`src/hdl/krt_pkg.sv`:
```
// krt_pkg: types and codes for the keyed record table.
// Used by krt_store and keyed_record_table_unit; depends on nothing.
package krt_pkg;

    localparam logic [1:0] OP_ADD    = 2'd0;
    localparam logic [1:0] OP_DELETE = 2'd1;
    localparam logic [1:0] OP_READ   = 2'd2;
    localparam logic [1:0] OP_LIST   = 2'd3;

    localparam int USED_W = 5;

    typedef struct packed {
        logic [1:0]  opcode;
        logic [7:0]  key;
        logic [15:0] year;
        logic [7:0]  subject_0;
        logic [7:0]  subject_1;
        logic [7:0]  subject_2;
        logic [7:0]  grade_0;
        logic [7:0]  grade_1;
        logic [7:0]  grade_2;
    } req_t;

    typedef struct packed {
        logic        ok;
        logic [15:0] out_year;
        logic [7:0]  out_subject_0;
        logic [7:0]  out_subject_1;
        logic [7:0]  out_subject_2;
        logic [7:0]  out_grade_0;
        logic [7:0]  out_grade_1;
        logic [7:0]  out_grade_2;
        logic [7:0]  listed_key;
        logic [4:0]  used_count;
        logic        table_full;
        logic        last;
    } rsp_t;

    // subjects/grades: entry 0 in bits 7:0, entry 2 in bits 23:16
    typedef struct packed {
        logic [7:0]  key;
        logic [15:0] year;
        logic [23:0] subjects;
        logic [23:0] grades;
    } rec_t;

    typedef struct packed {
        logic rd_en;
        logic wr_en;
    } mem_ctl_t;

endpackage

```
`src/hdl/keyed_record_table_unit.sv`:
```
// keyed_record_table_unit: compacting keyed record table, one item at a time.
// Add, and any op on an empty table, reaches the result register in the cycle after it is accepted.
// Read/delete: memory scan, one entry per cycle, then the result is posted once the result register is free.
// List: keys are read out in slot order, one key per cycle unless stalled.
// Reset: control and fill count clear; record memory holds no reset value.
// Depends on krt_pkg and krt_store.
module keyed_record_table_unit #(
    parameter int TABLE_DEPTH = 16
) (
    input  logic            clk,
    input  logic            rst_n,
    input  logic            req_valid,
    output logic            req_stall,
    input  krt_pkg::req_t   req,
    output logic            rsp_valid,
    input  logic            rsp_stall,
    output krt_pkg::rsp_t   rsp
);

    localparam int IDX_W  = (TABLE_DEPTH > 1) ? $clog2(TABLE_DEPTH) : 1;
    localparam int CNT_W  = $clog2(TABLE_DEPTH + 1);
    localparam int USED_W = krt_pkg::USED_W;

    // sequencer states
    localparam logic [1:0] ST_IDLE = 2'd0;
    localparam logic [1:0] ST_SCAN = 2'd1;  // read/delete sweep
    localparam logic [1:0] ST_LIST = 2'd2;  // one key per beat
    localparam logic [1:0] ST_DONE = 2'd3;  // post read/delete result

    logic [1:0]       state_reg, state_next;
    logic [1:0]       op_reg, op_next;
    logic [7:0]       key_reg, key_next;
    logic [CNT_W-1:0] count_reg, count_next;
    logic [CNT_W-1:0] issue_reg, issue_next;   // next slot to read
    logic             rd_vld_reg, rd_vld_next; // store read data valid
    logic [IDX_W-1:0] rd_idx_reg, rd_idx_next; // slot of store read data
    logic             hit_reg, hit_next;
    krt_pkg::rec_t    hit_rec_reg, hit_rec_next;
    logic             rsp_valid_reg, rsp_valid_next;
    krt_pkg::rsp_t    rsp_reg, rsp_next;

    krt_pkg::mem_ctl_t mem_ctl;
    logic [IDX_W-1:0]  rd_addr;
    logic [IDX_W-1:0]  wr_addr;
    krt_pkg::rec_t     wr_data;
    krt_pkg::rec_t     rd_data;

    logic             out_free;
    logic             accept;
    logic             consume;
    logic             key_match;
    logic [CNT_W-1:0] count_after;

    krt_store #(
        .DEPTH (TABLE_DEPTH)
    ) u_store (
        .clk     (clk),
        .ctl     (mem_ctl),
        .rd_addr (rd_addr),
        .wr_addr (wr_addr),
        .wr_data (wr_data),
        .rd_data (rd_data)
    );

    // result register can take a beat this cycle
    assign out_free  = !rsp_valid_reg || !rsp_stall;
    assign req_stall = !((state_reg == ST_IDLE) && out_free);
    assign accept    = req_valid && !req_stall;
    assign key_match = (rd_data.key == key_reg);

    always_comb
    begin
        state_next     = state_reg;
        op_next        = op_reg;
        key_next       = key_reg;
        count_next     = count_reg;
        issue_next     = issue_reg;
        rd_vld_next    = rd_vld_reg;
        rd_idx_next    = rd_idx_reg;
        hit_next       = hit_reg;
        hit_rec_next   = hit_rec_reg;
        rsp_next       = rsp_reg;
        rsp_valid_next = rsp_stall ? rsp_valid_reg : 1'b0;
        consume        = 1'b0;
        count_after    = count_reg;

        mem_ctl.rd_en = 1'b0;
        mem_ctl.wr_en = 1'b0;
        rd_addr       = issue_reg[IDX_W-1:0];
        wr_addr       = count_reg[IDX_W-1:0];
        wr_data.key      = req.key;
        wr_data.year     = req.year;
        wr_data.subjects = {req.subject_2, req.subject_1, req.subject_0};
        wr_data.grades   = {req.grade_2, req.grade_1, req.grade_0};

        case (state_reg)
            ST_IDLE:
            begin
                if (accept)
                begin
                    if (req.opcode == krt_pkg::OP_ADD)
                    begin
                        rsp_next = '0;
                        if (count_reg < CNT_W'(TABLE_DEPTH))
                        begin
                            mem_ctl.wr_en = 1'b1;
                            count_after   = count_reg + CNT_W'(1);
                            rsp_next.ok   = 1'b1;
                        end
                        count_next          = count_after;
                        rsp_next.used_count = USED_W'(count_after);
                        rsp_next.table_full = (count_after == CNT_W'(TABLE_DEPTH));
                        rsp_next.last       = 1'b1;
                        rsp_valid_next      = 1'b1;
                    end
                    else if (count_reg == '0)
                    begin
                        // empty table: single miss beat
                        rsp_next            = '0;
                        rsp_next.table_full = (count_reg == CNT_W'(TABLE_DEPTH));
                        rsp_next.last       = 1'b1;
                        rsp_valid_next      = 1'b1;
                    end
                    else
                    begin
                        op_next    = req.opcode;
                        key_next   = req.key;
                        issue_next = '0;
                        hit_next   = 1'b0;
                        state_next = (req.opcode == krt_pkg::OP_LIST) ? ST_LIST : ST_SCAN;
                    end
                end
            end

            ST_SCAN:
            begin
                mem_ctl.rd_en = (issue_reg < count_reg);
                rd_vld_next   = mem_ctl.rd_en;
                if (mem_ctl.rd_en)
                begin
                    issue_next  = issue_reg + CNT_W'(1);
                    rd_idx_next = issue_reg[IDX_W-1:0];
                end
                if (rd_vld_reg)
                begin
                    if (op_reg == krt_pkg::OP_DELETE)
                    begin
                        // after the first match every later slot moves down one
                        if (hit_reg)
                        begin
                            mem_ctl.wr_en = 1'b1;
                            wr_addr       = rd_idx_reg - IDX_W'(1);
                            wr_data       = rd_data;
                        end
                        else if (key_match)
                        begin
                            hit_next = 1'b1;
                        end
                    end
                    else if (key_match)
                    begin
                        // read: last match wins
                        hit_next     = 1'b1;
                        hit_rec_next = rd_data;
                    end
                    if (issue_reg == count_reg)
                    begin
                        state_next = ST_DONE;
                    end
                end
            end

            ST_DONE:
            begin
                if (out_free)
                begin
                    if ((op_reg == krt_pkg::OP_DELETE) && hit_reg)
                    begin
                        count_after = count_reg - CNT_W'(1);
                    end
                    count_next = count_after;
                    rsp_next   = '0;
                    rsp_next.ok = hit_reg;
                    if ((op_reg == krt_pkg::OP_READ) && hit_reg)
                    begin
                        rsp_next.out_year      = hit_rec_reg.year;
                        rsp_next.out_subject_0 = hit_rec_reg.subjects[7:0];
                        rsp_next.out_subject_1 = hit_rec_reg.subjects[15:8];
                        rsp_next.out_subject_2 = hit_rec_reg.subjects[23:16];
                        rsp_next.out_grade_0   = hit_rec_reg.grades[7:0];
                        rsp_next.out_grade_1   = hit_rec_reg.grades[15:8];
                        rsp_next.out_grade_2   = hit_rec_reg.grades[23:16];
                    end
                    rsp_next.used_count = USED_W'(count_after);
                    rsp_next.table_full = (count_after == CNT_W'(TABLE_DEPTH));
                    rsp_next.last       = 1'b1;
                    rsp_valid_next      = 1'b1;
                    state_next          = ST_IDLE;
                end
            end

            ST_LIST:
            begin
                // store read data holds while the result register is blocked
                consume       = rd_vld_reg && out_free;
                mem_ctl.rd_en = (issue_reg < count_reg) && (!rd_vld_reg || out_free);
                if (mem_ctl.rd_en)
                begin
                    issue_next  = issue_reg + CNT_W'(1);
                    rd_idx_next = issue_reg[IDX_W-1:0];
                    rd_vld_next = 1'b1;
                end
                else if (consume)
                begin
                    rd_vld_next = 1'b0;
                end
                if (consume)
                begin
                    rsp_next            = '0;
                    rsp_next.ok         = 1'b1;
                    rsp_next.listed_key = rd_data.key;
                    rsp_next.used_count = USED_W'(count_reg);
                    rsp_next.table_full = (count_reg == CNT_W'(TABLE_DEPTH));
                    rsp_next.last       = ((CNT_W'(rd_idx_reg) + CNT_W'(1)) == count_reg);
                    rsp_valid_next      = 1'b1;
                    if (rsp_next.last)
                    begin
                        state_next = ST_IDLE;
                    end
                end
            end

            default:
            begin
                state_next = ST_IDLE;
            end
        endcase
    end

    always_ff @(posedge clk or negedge rst_n)
    begin
        if (!rst_n)
        begin
            state_reg     <= ST_IDLE;
            op_reg        <= krt_pkg::OP_ADD;
            count_reg     <= '0;
            issue_reg     <= '0;
            rd_vld_reg    <= 1'b0;
            rd_idx_reg    <= '0;
            hit_reg       <= 1'b0;
            rsp_valid_reg <= 1'b0;
        end
        else
        begin
            state_reg     <= state_next;
            op_reg        <= op_next;
            count_reg     <= count_next;
            issue_reg     <= issue_next;
            rd_vld_reg    <= rd_vld_next;
            rd_idx_reg    <= rd_idx_next;
            hit_reg       <= hit_next;
            rsp_valid_reg <= rsp_valid_next;
        end
    end

    // payload registers, no reset
    always_ff @(posedge clk)
    begin
        key_reg     <= key_next;
        hit_rec_reg <= hit_rec_next;
        rsp_reg     <= rsp_next;
    end

    assign rsp_valid = rsp_valid_reg;
    assign rsp       = rsp_reg;

endmodule

```
`src/hdl/krt_store.sv`:
```
// krt_store: record memory, one write port and one registered read port.
// Depends on krt_pkg (rec_t, mem_ctl_t).
module krt_store #(
    parameter int DEPTH = 16
) (
    input  logic                                  clk,
    input  krt_pkg::mem_ctl_t                     ctl,
    input  logic [(DEPTH > 1 ? $clog2(DEPTH) : 1)-1:0] rd_addr,
    input  logic [(DEPTH > 1 ? $clog2(DEPTH) : 1)-1:0] wr_addr,
    input  krt_pkg::rec_t                         wr_data,
    output krt_pkg::rec_t                         rd_data
);

    krt_pkg::rec_t rec_mem [DEPTH];
    krt_pkg::rec_t rd_data_reg;

    // read data holds when no read is issued
    always_ff @(posedge clk)
    begin
        if (ctl.rd_en)
        begin
            rd_data_reg <= rec_mem[rd_addr];
        end
        if (ctl.wr_en)
        begin
            rec_mem[wr_addr] <= wr_data;
        end
    end

    assign rd_data = rd_data_reg;

endmodule
```
`config.mk`:
```
export PLATFORM = sky130hd
export DESIGN_NAME = keyed_record_table_unit
export DESIGN_NICKNAME = d
export VERILOG_FILES = /design/src/hdl/krt_pkg.sv /design/src/hdl/keyed_record_table_unit.sv /design/src/hdl/krt_store.sv
export SDC_FILE = /design/constraint.sdc
export NUM_CORES = 1
export LEC_CHECK = 0
export BUFFER_PORTS_ARGS = -buffer_cell sky130_fd_sc_hd__buf_2
export CAP_MARGIN = 20
export CELL_PAD_IN_SITES_DETAIL_PLACEMENT = 1
export CELL_PAD_IN_SITES_GLOBAL_PLACEMENT = 1
export CORE_MARGIN = 10
export CORE_UTILIZATION = 59
export DETAILED_ROUTE_END_ITERATION = 6
export GPL_TIMING_DRIVEN = 0
export HOLD_SLACK_MARGIN = 0.06
export PLACE_DENSITY_LB_ADDON = 0.1
export SETUP_SLACK_MARGIN = 0.3
export SYNTH_ARGS = -nofsm -noshare
export SYNTH_HDL_FRONTEND = slang
export SYNTH_SLANG_ARGS = --single-unit
```
`constraint.sdc`:
```
create_clock -name clk -period 12.4 [get_ports clk]
set_clock_uncertainty 0.05 [all_clocks]
set_input_delay 2.48 -clock clk [delete_from_list [all_inputs] [get_ports clk]]
set_output_delay 2.48 -clock clk [all_outputs]
set_load 0.05 [all_outputs]
```
Word level (Yosys, flattened, before mapping)
Memories as Yosys holds them, arrays and structs flattened. A register that Yosys moved wholly into a read port is not among the register bits.
Cells that the tools add are included.
Widths: inputs -> output; s select.
- output and inout bits: 82
- logic and storage cells: 164
- memories kept: 1
- bits in writable memories: 1152
- bits in registers: 173
- bits in read-only memories: 0
- input bits: 78
- bits in latches: 0
- equality and inequality tests: 26
- divide/modulo/power cells: 0
- shift operators: 0
- bitwise logic cells: 3
- multiplexer cells: 74
- $lt $le $gt $ge: 2
- multipliers: 0
- reductions and logical operators: 29
- $add $sub $neg: 5
- memory list (name ; words ; bits a word ; rd ports ; clocked after memory_dff ; write ports ; RTL line ; RTL):
    u_store.rec_mem ; 16 ; 72 ; 1 ; 1 ; 1 ; krt_store.sv:14 ; krt_pkg::rec_t rec_mem [DEPTH];
- operator list (cell ; count):
    $mux 80 ; 5
    $mux 72 ; 4
    $pmux 80 s3 ; 1
    $mux 5 ; 15
    $mux 64 ; 1
    $mux 1 ; 24
    $mux 4 ; 6
    $ne 2x2->1 const B ; 10
    $mux 2 ; 9
    $eq 5x5->1 const B ; 3
    $pmux 5 s3 ; 1
    $reduce_and 4->1 ; 3
    $reduce_and 6->1 ; 2
    $add 5x1->5 const B ; 2
    $eq 5x5->1 ; 2
    $pmux 5 s2 ; 1
    $eq 2x2->1 const B ; 4
    $eq 8x8->1 ; 1
    $pmux 1 s2 ; 4
    $pmux 2 s4 ; 1
    $pmux 4 s2 ; 1
    $reduce_and 8->1 ; 1
    $logic_and 1x1->1 ; 6
    $ne 3x3->1 const B ; 2
    19 further kinds ; 30

Logic depth before layout (Yosys ltp)
- depth after elaboration: 10
- depth in mapped cells: 10

By module
From an unflattened synthesis, not the netlist that was laid out.
- cells, all modules: 2424
- area total of the unflattened synthesis: 53356.2 um^2
- modules (own cells, without submodules) (module ; cells each ; times used ; area each (um^2)):
    krt_store ; 1850 ; 1 ; 45270.9
    keyed_record_table_unit ; 574 ; 1 ; 8085.3

Worst setup path before layout
Ideal clock, no wire load.
- kind: in2reg
- start point: input rsp_stall
- end point: register rsp_reg, in the netlist rsp[0] (enable)
- setup slack: 2.905 ns
- path buffers: 0
- data required time: 11.712 ns
- stages: 4
- data arrival time: 8.807 ns
- cell sequence: nand2_1 -> nand3_1 -> nand2b_1 -> a211oi_1
- cells in the longest elaborated chain, start to end: 6
- elaborated cells on any way between the ends: 9
- ends and longest elaborated chain (element ; RTL line ; RTL):
    start, declared ; keyed_record_table_unit.sv:16 ; input logic rsp_stall,
    $logic_not 1->1 (*) ; keyed_record_table_unit.sv:66 ; assign out_free = !rsp_valid_reg || !rsp_stall;
    $logic_or 1x1->1 (*) ; keyed_record_table_unit.sv:66 ;
    $logic_and 1x1->1 ; keyed_record_table_unit.sv:67 ; assign req_stall = !((state_reg == ST_IDLE) && out_free);
    $logic_and 1x1->1 ; keyed_record_table_unit.sv:68 ; assign accept = req_valid && !req_stall;
    $ne 2x2->1 (no source line) ; -- ;
    $reduce_and 5->1 (no source line) (*) ; -- ;
    end signal, assigned ; keyed_record_table_unit.sv:271 ; rsp_reg <= rsp_next;
    end, declared ; keyed_record_table_unit.sv:40 ; krt_pkg::rsp_t rsp_reg, rsp_next;
Mark *: on every way between the ends. The rest lies on a longest branch, timed or not.
A chain may end at the register's enable or synchronous reset.

Worst setup path after layout
- start point: input rsp_stall
- end point: memory u_store.rec_mem[9][36] (netlist bit) (enable)
- cells in the longest elaborated chain, start to end: 8
- ends and longest elaborated chain (element ; RTL line ; RTL):
    $logic_not 1->1 ; keyed_record_table_unit.sv:66 ;
    $logic_or 1x1->1 ; keyed_record_table_unit.sv:66 ;
    $logic_and 1x1->1 ; keyed_record_table_unit.sv:67 ;
    $logic_and 1x1->1 ; keyed_record_table_unit.sv:68 ;
    $mux 1 ; keyed_record_table_unit.sv:99 ; if (accept)
    $pmux 1 s2 ; keyed_record_table_unit.sv:96 ; case (state_reg)
    $mux 1 ; krt_store.sv:24 ; if (ctl.wr_en)
    $mux 1 (not written as such) ; krt_store.sv:26 ; rec_mem[wr_addr] <= wr_data;
    end, declared ; krt_store.sv:14 ;
Every way passes these cells.

==> results.toml <==
[cts]
numCtsBuffers = 140
clock_path_buffers = 3
htreeDepth = 4
cts_tree = "done"
cts.sinks = 1397
hold_buffers = 0
clk_pin_slew_worst_paths_ns = 0.06
cts_resized = 0
cts_setup_buffers = 0
cts_root_buf = "clkbuf_16"
clk_latency_ns = 0.75

[finish]
area_growth_pct = 15.6
largest_reg_flops = 1152
mostFrequentLayoutCell = "edfxtp_1"
fin_cells = 4079
layout-drive-gt1-share_pct = 29.4
nets = 2887
final_cell_mix = "1376 x edfxtp_1, 360 x mux4_2, 237 x nand2_1"

[setup_path]
path_depth = 9
crit_path_frequent_cell = "buf_12"
r2r_slack_ns = 7.76
path_max_fanout = 20
cp-end-kind = "flip-flop"
r2r_cells = 9
cp_slowest_stage_delay_ns = 0.94
crit_arrival_ns = 5.99
slowest_stage = "nor2_4"
crit_buf_inv = 4
cp-start-kind = "input pin"
critPathKind = "input pin to flip-flop"
r2r_start = "state_reg[0]$_DFFE_PN0P_"
timing.rr.end = "u_store.rec_mem[9][36]$_DFFE_PP_"
crit_required_ns = 12.78
cpLargestDelayFamily = "simple AND/OR/NAND/NOR gates"
worstPathCellList = "buf_2, nand2_1, nand3_1, nor4_1, a32oi_1, nor2_4, buf_12, buf_12, buf_12"

[min_path]
hold_path_class = "flip-flop to flip-flop"
hp-start = "u_store.rd_data[60]$_DFFE_PP_"
worstHoldEndpoint = "hit_rec_reg[60]$_DFFE_PP_"
whs_path_depth = 0

[detailed_routing]
drc = 0
drt-initial-drc-count = 3978
drtAntennaViolNets = 0
vias_per_cell = 6.65
vias = 27145
post_drt_wl_per_cell_um = 35.9
dr.pass1.iters = 6
wl_um = 146000

[global_routing]
grt_antenna_before_repair = 5
grt_usage_pct = 28.9
first_global_vias = 29293
grt_first_pass_wirelength_um = 211000
overflow = 0
grt_max_degree = 23

[place]
globalplace.congestion = 0.822
place_inst = 3826
io_buffers = 159
dp_hpwl_um = 91700
pre_cts_slack_ns = 6.14

[power_and_ir_drop]
power_density_nw_per_um2 = 150
internal_power_mw = 7.47
p_leak_nw = 19.4
ir_worst_vdd_mv = 0.119
total_power_mw = 9.29
p_switching_mw = 1.82
switching_share_pct = 19.6
comb_power_share_pct = 0.9
p_clk_share_pct = 43.4
pwr-share-seq_pct = 55.7

[timing]
worst_slack_ns = 6.79
worst_slew_pin_slew_ns = 1.20
fmax_mhz = 178
setup_tns_ns = 0
slew_headroom_pct = 20.3
post-route-period-util_pct = 45.2
rsz0062_at_grt = "false"
period_minus_slack_ns = 5.61
setup_viol = 0
timing.hold.ws_ns = 0.400
final_max_slew_viol_count = 0
hold_violations = 0

[yosys]
synth_ff_type = "edfxtp_1"
synth_area_um2 = 53400
synthCells = 2409
yosysSeqAreaShare_pct = 78.4
syn_area_per_cell_um2 = 22.2
ys_seq_elements = 1397
ys_async_sr_fraction_pct = 1.50
yosysUniqueCellTypes = 62
syn_nets = 2503
synth_edf_count = 1376
synth_warnings = 0

[floorplanning]
fp.dieW_um = 321
die_area_um2 = 103000
coreArea_um2 = 89900
num_rows = 110
die_h_um = 321
initial_core_util_pct = 59.4
io_pins = 160

[run]
maxCapViolations = 0

[outcome]
status = "finished clean"
[kinds of logic after synthesis]
kind of cell	synth area share, %
adders and majority gates	0.375
AOI/OAI and AO/OA	0.956
DFF	78.4
and+or+nand+nor	3.37
buffers and inverters	1.19
muxes	15.4
xor gates and xnor gates	0.361
[per-stage QoR]
step	utilization, %	cell area (um^2)
2_1_floorplan	-	53400
3_3_place_gp	61.9	55700
3_5_place_dp	63.9	57500
4_1_cts	68.7	61700
5_1_grt	68.7	61800
6_report	68.7	61800
[worst max path at each step]
| stage | from | end | slack [ns] |
|---|---|---|---|
| floorplan | rsp_stall | rsp[0]$_DFFE_PP_ | 2.90 |
| global placement | rsp_stall | u_store.rd_data[36]$_DFFE_PP_ | -3.44 |
| detailed placement | rsp_stall | u_store.rec_mem[9][36]$_DFFE_PP_ | 6.14 |
| CTS | rsp_stall | req_stall | 6.82 |
| global route | rsp_stall | u_store.rec_mem[9][19]$_DFFE_PP_ | 6.69 |
| finish | rsp_stall | u_store.rec_mem[9][36]$_DFFE_PP_ | 6.79 |
[power by group through the flow]
stage,clock [mW],combinational [mW],sequential (mW)
final,4.03,0.0821,5.17
after global routing,4.26,0.0913,5.17
after CTS,4.08,0.0806,5.17
after detailed placement,0,0.0803,5.27
after global placement,0,0.0691,5.27
after floorplan,0,0.0372,5.27
[routing by layer]
layer	vias to the layer above	wire (um)	GRT usage [%]
met4	2	4580	9.51
met1	14506	54700	38.8
li1	10724	-	-
met5	-	13	0
met3	264	13100	5.52
met2	1649	74100	48.1
[synthesized netlist by cell type (4+ instances only)]
library cell  number  share of area, %
clkbuf_1          81              0.57
a31oi_1            4             0.047
xnor2_1           19              0.31
nand3_1           14              0.13
nor3_1             8             0.075
and2_1            73              0.86
nor2_1            29              0.20
buf_2             27              0.25
nand2_1          237               1.7
a21oi_1           12              0.11
inv_1             17              0.12
mux4_2           360                15
mux2i_1            5             0.094
ha_1              16              0.37
edfxtp_1        1376                77
or3_1              6             0.070
buf_6             11              0.23
dfrtp_1           21              0.98
o21ai_0            7             0.066
nor2b_1            4             0.047
a32oi_1            6             0.098
[layout make-up]
type	instances	area [um^2]
sequential	1397	41800
fill	7036	28100
multi-input combinational	874	11100
clock buffer	189	3860
timing repair buffer	242	2430
tap	1176	1470
buffer	121	574
clock inverter	60	433
inverter	17	63.8
antenna	3	7.51
(Power assumes the default switching activity.)
